$ cat config.mk
export PLATFORM = sky130hd
export DESIGN_NAME = bounded_list_insert_readout
export DESIGN_NICKNAME = d
export VERILOG_FILES = /design/src/sv/blri_pkg.sv /design/src/sv/blri_cell.sv /design/src/sv/bounded_list_insert_readout.sv
export SDC_FILE = /design/constraint.sdc
export NUM_CORES = 1
export LEC_CHECK = 0
export BUFFER_PORTS_ARGS = -buffer_cell sky130_fd_sc_hd__buf_2
export CAP_MARGIN = 20
export CORE_MARGIN = 3
export CORE_UTILIZATION = 45
export CTS_CLUSTER_DIAMETER = 120
export DETAILED_ROUTE_END_ITERATION = 8
export PLACE_DENSITY = 0.65
export SETUP_SLACK_MARGIN = 0.1
export SLEW_MARGIN = 10
export SYNTH_ARGS = -nofsm -noshare
export SYNTH_HDL_FRONTEND = slang
export SYNTH_HIERARCHICAL = 1
export SYNTH_SLANG_ARGS = --single-unit
$ cat constraint.sdc
create_clock -name clk_i -period 5.9 [get_ports clk_i]
set_input_delay 1.18 -clock clk_i [delete_from_list [all_inputs] [get_ports clk_i]]
set_output_delay 1.18 -clock clk_i [all_outputs]
set_load 0.02 [all_outputs]
$ cat src/sv/blri_pkg.sv
// Shared types and constants for the bounded list insert and readout block.
`default_nettype none

package blri_pkg;

  localparam int unsigned DEPTH = 16;
  localparam int unsigned CNT_W = $clog2(DEPTH + 1);
  localparam int unsigned POS_W = 5;
  localparam int unsigned CMP_W = (CNT_W > POS_W) ? CNT_W : POS_W;

  typedef enum logic [1:0] {
    FUNC_APPEND = 2'd0,
    FUNC_INSERT = 2'd1,
    FUNC_READ   = 2'd2
  } func_e;

  typedef enum logic [2:0] {
    STAT_OK      = 3'd0,
    STAT_FULL    = 3'd1,
    STAT_BAD_POS = 3'd2,
    STAT_EMPTY   = 3'd3,
    STAT_ELEM    = 3'd4
  } status_e;

  typedef enum logic [2:0] {
    CELL_HOLD,
    CELL_NEW,
    CELL_LEFT,
    CELL_RIGHT,
    CELL_FIRST
  } cell_op_e;

  typedef struct packed {
    logic [1:0]         func;
    logic [POS_W-1:0]   position;
    logic signed [31:0] value;
  } in_t;

  typedef struct packed {
    status_e            status;
    logic signed [31:0] element;
    logic               last;
  } out_t;

endpackage

`default_nettype wire

$ cat src/sv/blri_cell.sv
// One list cell: holds a single entry and loads from a neighbour or the new value.
`default_nettype none

module blri_cell (
  input  wire                     clk_i,
  input  blri_pkg::cell_op_e      op_i,
  input  wire logic signed [31:0] new_i,
  input  wire logic signed [31:0] left_i,
  input  wire logic signed [31:0] right_i,
  input  wire logic signed [31:0] first_i,
  output logic signed [31:0]      data_o
);

  logic signed [31:0] data_q;
  logic signed [31:0] data_d;

  always_comb begin
    case (op_i)
      blri_pkg::CELL_NEW:   data_d = new_i;
      blri_pkg::CELL_LEFT:  data_d = left_i;
      blri_pkg::CELL_RIGHT: data_d = right_i;
      blri_pkg::CELL_FIRST: data_d = first_i;
      default:              data_d = data_q;
    endcase
  end

  always_ff @(posedge clk_i) begin
    data_q <= data_d;
  end

  assign data_o = data_q;

endmodule

`default_nettype wire

$ cat src/sv/bounded_list_insert_readout.sv
// Top level: bounded ordered list built as a chain of entry cells.
// Append or insert: the status result is registered in the cycle after the input transfer;
//   the next item may be taken in the following cycle (one cycle per item when unstalled).
// Readout of N entries: the read state is entered after the transfer, then the results follow
//   one per cycle while the output is not stalled, set by the single ring rotation through the
//   cells; input is held off until the last result is registered. Reset clears the entry count,
//   the sequencer and the output valid; cell contents are undefined until written and never read before then.
`default_nettype none

module bounded_list_insert_readout (
  input  wire            clk_i,
  input  wire            rst_ni,
  input  wire            in_valid_i,
  output logic           in_stall_o,
  input  blri_pkg::in_t  in_data_i,
  output logic           out_valid_o,
  input  wire            out_stall_i,
  output blri_pkg::out_t out_data_o
);

  typedef enum logic {
    ST_IDLE,
    ST_READ
  } state_e;

  state_e                         state_q;
  logic [blri_pkg::CNT_W-1:0]     count_q;
  logic [blri_pkg::CNT_W-1:0]     rd_left_q;
  logic                           out_valid_q;
  blri_pkg::out_t                 out_q;

  logic                           out_free;
  logic                           in_xfer;
  logic                           is_update;
  logic                           list_full;
  logic                           bad_pos;
  logic                           do_write;
  logic                           rd_step;
  logic [blri_pkg::CMP_W-1:0]     cnt_ext;
  logic [blri_pkg::CMP_W-1:0]     pos_ext;
  logic [blri_pkg::CMP_W-1:0]     tgt;
  blri_pkg::status_e              upd_status;

  logic signed [31:0]             cell_data [blri_pkg::DEPTH];
  blri_pkg::cell_op_e             cell_op   [blri_pkg::DEPTH];

  // The output register may load when empty or when its result leaves this cycle.
  assign out_free   = !out_valid_q || !out_stall_i;
  assign in_stall_o = (state_q != ST_IDLE) || !out_free;
  assign in_xfer    = in_valid_i && !in_stall_o;

  assign cnt_ext = blri_pkg::CMP_W'(count_q);
  assign pos_ext = blri_pkg::CMP_W'(in_data_i.position);

  assign is_update = (in_data_i.func == blri_pkg::FUNC_APPEND) ||
                     (in_data_i.func == blri_pkg::FUNC_INSERT);
  assign list_full = (count_q == blri_pkg::CNT_W'(blri_pkg::DEPTH));
  // Only an insert can carry a bad position; an append always lands at the tail.
  assign bad_pos   = (in_data_i.func == blri_pkg::FUNC_INSERT) && (pos_ext > cnt_ext);
  assign do_write  = in_xfer && is_update && !list_full && !bad_pos;
  assign tgt       = (in_data_i.func == blri_pkg::FUNC_APPEND) ? cnt_ext : pos_ext;

  // Full is checked before the position.
  always_comb begin
    if (list_full) begin
      upd_status = blri_pkg::STAT_FULL;
    end else if (bad_pos) begin
      upd_status = blri_pkg::STAT_BAD_POS;
    end else begin
      upd_status = blri_pkg::STAT_OK;
    end
  end

  assign rd_step = (state_q == ST_READ) && out_free;

  // Cell chain. An insert opens a gap at the target by moving the entries from there
  // up to the tail one cell to the right. A readout step rotates the occupied cells
  // one place towards cell 0, so after count steps the list is back in order.
  for (genvar i = 0; i < blri_pkg::DEPTH; i++) begin : g_cell
    localparam logic [blri_pkg::CMP_W-1:0] CellIdx  = blri_pkg::CMP_W'(i);
    localparam logic [blri_pkg::CMP_W-1:0] CellNext = blri_pkg::CMP_W'(i + 1);

    logic signed [31:0] left_data;
    logic signed [31:0] right_data;

    if (i == 0) begin : g_first
      assign left_data = in_data_i.value;
    end else begin : g_mid
      assign left_data = cell_data[i-1];
    end

    if (i == blri_pkg::DEPTH - 1) begin : g_end
      assign right_data = cell_data[0];
    end else begin : g_inner
      assign right_data = cell_data[i+1];
    end

    always_comb begin
      cell_op[i] = blri_pkg::CELL_HOLD;
      if (do_write) begin
        if (CellIdx == tgt) begin
          cell_op[i] = blri_pkg::CELL_NEW;
        end else if ((CellIdx > tgt) && (CellIdx <= cnt_ext)) begin
          cell_op[i] = blri_pkg::CELL_LEFT;
        end
      end else if (rd_step) begin
        if (CellNext < cnt_ext) begin
          cell_op[i] = blri_pkg::CELL_RIGHT;
        end else if (CellNext == cnt_ext) begin
          cell_op[i] = blri_pkg::CELL_FIRST;
        end
      end
    end

    blri_cell u_cell (
      .clk_i   (clk_i),
      .op_i    (cell_op[i]),
      .new_i   (in_data_i.value),
      .left_i  (left_data),
      .right_i (right_data),
      .first_i (cell_data[0]),
      .data_o  (cell_data[i])
    );
  end

  // Sequencer, entry count and output register.
  always_ff @(posedge clk_i or negedge rst_ni) begin
    if (!rst_ni) begin
      state_q     <= ST_IDLE;
      count_q     <= '0;
      rd_left_q   <= '0;
      out_valid_q <= 1'b0;
      out_q       <= '0;
    end else begin
      // Drop the held result once it has been transferred.
      if (out_valid_q && !out_stall_i) begin
        out_valid_q <= 1'b0;
      end
      case (state_q)
        ST_IDLE: begin
          if (in_xfer) begin
            if (is_update) begin
              out_valid_q   <= 1'b1;
              out_q.status  <= upd_status;
              out_q.element <= '0;
              out_q.last    <= 1'b1;
              if (do_write) begin
                count_q <= count_q + blri_pkg::CNT_W'(1);
              end
            end else if (in_data_i.func == blri_pkg::FUNC_READ) begin
              if (count_q == '0) begin
                out_valid_q   <= 1'b1;
                out_q.status  <= blri_pkg::STAT_EMPTY;
                out_q.element <= '0;
                out_q.last    <= 1'b1;
              end else begin
                state_q   <= ST_READ;
                rd_left_q <= count_q;
              end
            end
          end
        end
        ST_READ: begin
          if (out_free) begin
            out_valid_q   <= 1'b1;
            out_q.status  <= blri_pkg::STAT_ELEM;
            out_q.element <= cell_data[0];
            out_q.last    <= (rd_left_q == blri_pkg::CNT_W'(1));
            rd_left_q     <= rd_left_q - blri_pkg::CNT_W'(1);
            if (rd_left_q == blri_pkg::CNT_W'(1)) begin
              state_q <= ST_IDLE;
            end
          end
        end
        default: begin
          state_q <= ST_IDLE;
        end
      endcase
    end
  end

  assign out_valid_o = out_valid_q;
  assign out_data_o  = out_q;

endmodule

`default_nettype wire

==> impl_metrics.ini <==
[sta]
whs_ns = 0.4388
maxSlewViolCount = 0
setup_violations = 0
slew-limit-headroom = 0.2757
min_period_over_period = 0.7983
max_freq_ghz = 0.2123
finalSetupTns_ns = 0
finClkSkew_ns = 0.02976
hold_violations = 0
post-route-min-period_ns = 4.710
tightest_slew_ns = 1.078
rsz0062_at_grt = no

[clocking]
clock_latency_ns = 0.66
clock-sinks = 560
cts-hold-fix-buffers = 0
cts_root_buffer = clkbuf_16
cts_made_buffers = 61
path_clk_slew_ns = 0.06
cts_setup_buffers = 0
cts_tree = yes
h-tree-depth = 2
cts_buffer_depth = 3
cts_resized = 0

[logic_synthesis]
yosys.area_share.xor_xnor = 0.005182
synth-compound-area-share = 0.2054
async_flop_share = 0.08571
avgSynthCellArea_um2 = 12.22
synth_common_cells = nand2_1 (628), mux2i_1 (515), edfxtp_1 (512), o221a_1 (512), buf_2 (72)
netlist_instances = 2766
ys_ff_latch = 560
syn_area_um2 = 33810
synth-edff-count = 512
yosysWarnings = 6
synthAdderAreaFrac = 0.003701
yosysTopAreaCell = edfxtp_1
syn_nets = 2819
synth_top_area_frac = 0.4548
synthMuxAreaShare = 0.1538
synth.most_common_cell = nand2_1
synth_ff_type = edfxtp_1
synth_top_family_by_area = compound AO/OA/AOI/OAI gates
seq_area_frac_synth = 0.4903
synth-simple-area-share = 0.08934
synthTopCellsByArea = edfxtp_1 (45%), o221a_1 (17%), mux2i_1 (15%)
synth.distinct_cells = 63

[worst_hold_path]
min_path_type = primary input to asynchronous set/reset pin

[detailed_routing]
num_vias = 25850
wl_per_cell_um = 30.09
finalWirelength_mm = 113.1
drt_first_pass_iters = 6
dr.first_iter.drc_count = 3151
route.detailed.drc = 0
antenna_left = 0
via_per_inst = 6.877

[pwr]
finalPower_mw = 12.12
p_per_area_nw_per_um2 = 329.7
peakVddDrop_uv = 416.4
power.leakage_nw = 10.53

[worst_setup_path]
r2r-end = g_cell[3].u_cell/data_o[3]
cp-start-kind = register
worstPathRequired_ns = 6.41
cp_max_fo = 33
rr_startpoint = cnt_ext[1]
endpoint_kind = register
rr_worst_depth = 11
worstPathArrival_ns = 5.22
critPathKind = register to register
reg2reg_setup_slack_ns = 1.19

[die]
rows = 99
die_x_um = 280.1
fp.dieH_um = 280.1
io_pins = 81
die_area_um2 = 78450
start_util = 0.4587
core_area_um2 = 73700

[placed_design]
gp_congestion = 0.8699
dpl_cell_area_um2 = 34770
dp_hpwl_mm = 71.52
portBuffers = 80

[global_route]
grt_overflow = 0
grt_pass1_vias = 25990
grtUsageTotal = 0.2835
grt_pass1_wl_mm = 170.7
grt_antenna_before_repair = 2
grt_max_degree = 49

[job]
maxCapViolCount = 0

[cells_and_area]
nNetsFinal = 2801
synthToLayoutAreaGrowth_pct = 8.731
postLayoutCoreUtil = 0.4987
final_layout_size_suffix_gt1_frac = 0.1268
fill_cells = 6383
finish.instance_area_um2 = 36760

[run_status]
status = finished, final reports clean
critical path, cell delays in order, from the launching register on:
cell       delay (ns)
dfrtp_1          0.62
inv_1            0.27
ha_1             0.34
inv_1            0.28
nor4_2           0.14
nor3_4           0.53
o2111ai_1        0.52
o21ai_0          0.51
nor2b_2          0.21
buf_4            0.42
a21o_4           0.43
o221a_1          0.28
sequential cells by signal (all words and copies together), names as in the netlist:
signal and count:
g_cell.u_cell/data_o 512, out_data_o 36, cnt_ext 5, rd_left_q 5
out_valid_o 1, state_q 1
stage by stage:
step	cells	setup WS, ns
finish	3759	1.190
global route	3758	0.9263
CTS	3756	1.323
detailed placement	3642	0.9317
global placement	3642	0.9704
floorplan	2766	0.7728
cell type report:
cell class,instances,area [µm²],area share
multi-input combinational,1942,15870,0.4316
sequential,560,16580,0.4509
clock buffer,74,1575,0.04286
clock inverter,40,381.6,0.01038
tap,959,1200,0.03264
inverter,14,52.55,0.001430
timing repair buffer,169,1104,0.03002
antenna,1,2.502,0.00006808
layer usage:
| layer | vias to the layer above | routed length, µm | track usage |
|---|---|---|---|
| met2 | 1676 | 51680 | 0.4522 |
| met3 | 329 | 12030 | 0.06549 |
| li1 | 10940 | - | - |
| met5 | - | 0 | 0 |
| met1 | 12910 | 44720 | 0.3757 |
| met4 | 0 | 4687 | 0.1108 |
cells in the final DEF, fill, tap and decap left out, types with 3 or more instances in the layout:
| cell | n |
|---|---|
| clkbuf_16 | 61 |
| o21ai_0 | 59 |
| o2111ai_1 | 3 |
| xnor2_1 | 4 |
| nand3_1 | 9 |
| o41ai_2 | 6 |
| buf_4 | 85 |
| clkinv_1 | 18 |
| buf_12 | 3 |
| nand2_1 | 628 |
| o22ai_1 | 6 |
| o31ai_1 | 6 |
| o211ai_1 | 6 |
| xnor2_2 | 16 |
| a31oi_1 | 3 |
| nor2b_4 | 12 |
| nor3_1 | 8 |
| inv_1 | 14 |
| nor2_1 | 21 |
| clkinv_2 | 10 |
| nor2_4 | 16 |
| bufinv_16 | 7 |
| ha_1 | 10 |
| edfxtp_1 | 512 |
| mux2i_1 | 515 |
| nor2b_2 | 4 |
| o31ai_4 | 3 |
| and3_1 | 4 |
| buf_2 | 80 |
| nand2b_1 | 6 |
| clkbuf_1 | 13 |
| o221a_1 | 512 |
| or3_1 | 3 |
| a21oi_1 | 15 |
| dfrtp_1 | 48 |
| o21ai_4 | 7 |
| a21o_4 | 16 |
worst max-delay path by stage:
stage	start	slack, ns	cells after the start	to
6_report	cnt_ext[1]	1.19	11	g_cell[3].u_cell/data_o[3]
5_1_grt	cnt_ext[1]	0.93	11	g_cell[3].u_cell/data_o[20]
4_1_cts	cnt_ext[1]	1.32	11	g_cell[5].u_cell/data_o[20]
3_5_place_dp	in_data_i[36]	0.93	10	g_cell[5].u_cell/data_o[20]
3_3_place_gp	in_data_i[34]	0.97	11	g_cell[3].u_cell/data_o[21]
2_1_floorplan	in_data_i[36]	0.77	9	g_cell[6].u_cell/data_o[0]
report_power, final:
part           internal, mW  switching, mW
Combinational         0.821           1.56
Clock                  2.20           1.66
Sequential             4.89          0.985
Total                  7.91           4.21
cells by family (layout without fill, tap and decap cells):
group,count (synthesis),after routing
and+or+nand+nor,727,727
adders and majority gates,10,10
other,0,1
xor gates and xnor gates,20,20
muxes,518,518
buffers and inverters,264,297
DFF,560,560
AOI/OAI and AO/OA,667,667
Power figures use the tool's default switching activity.
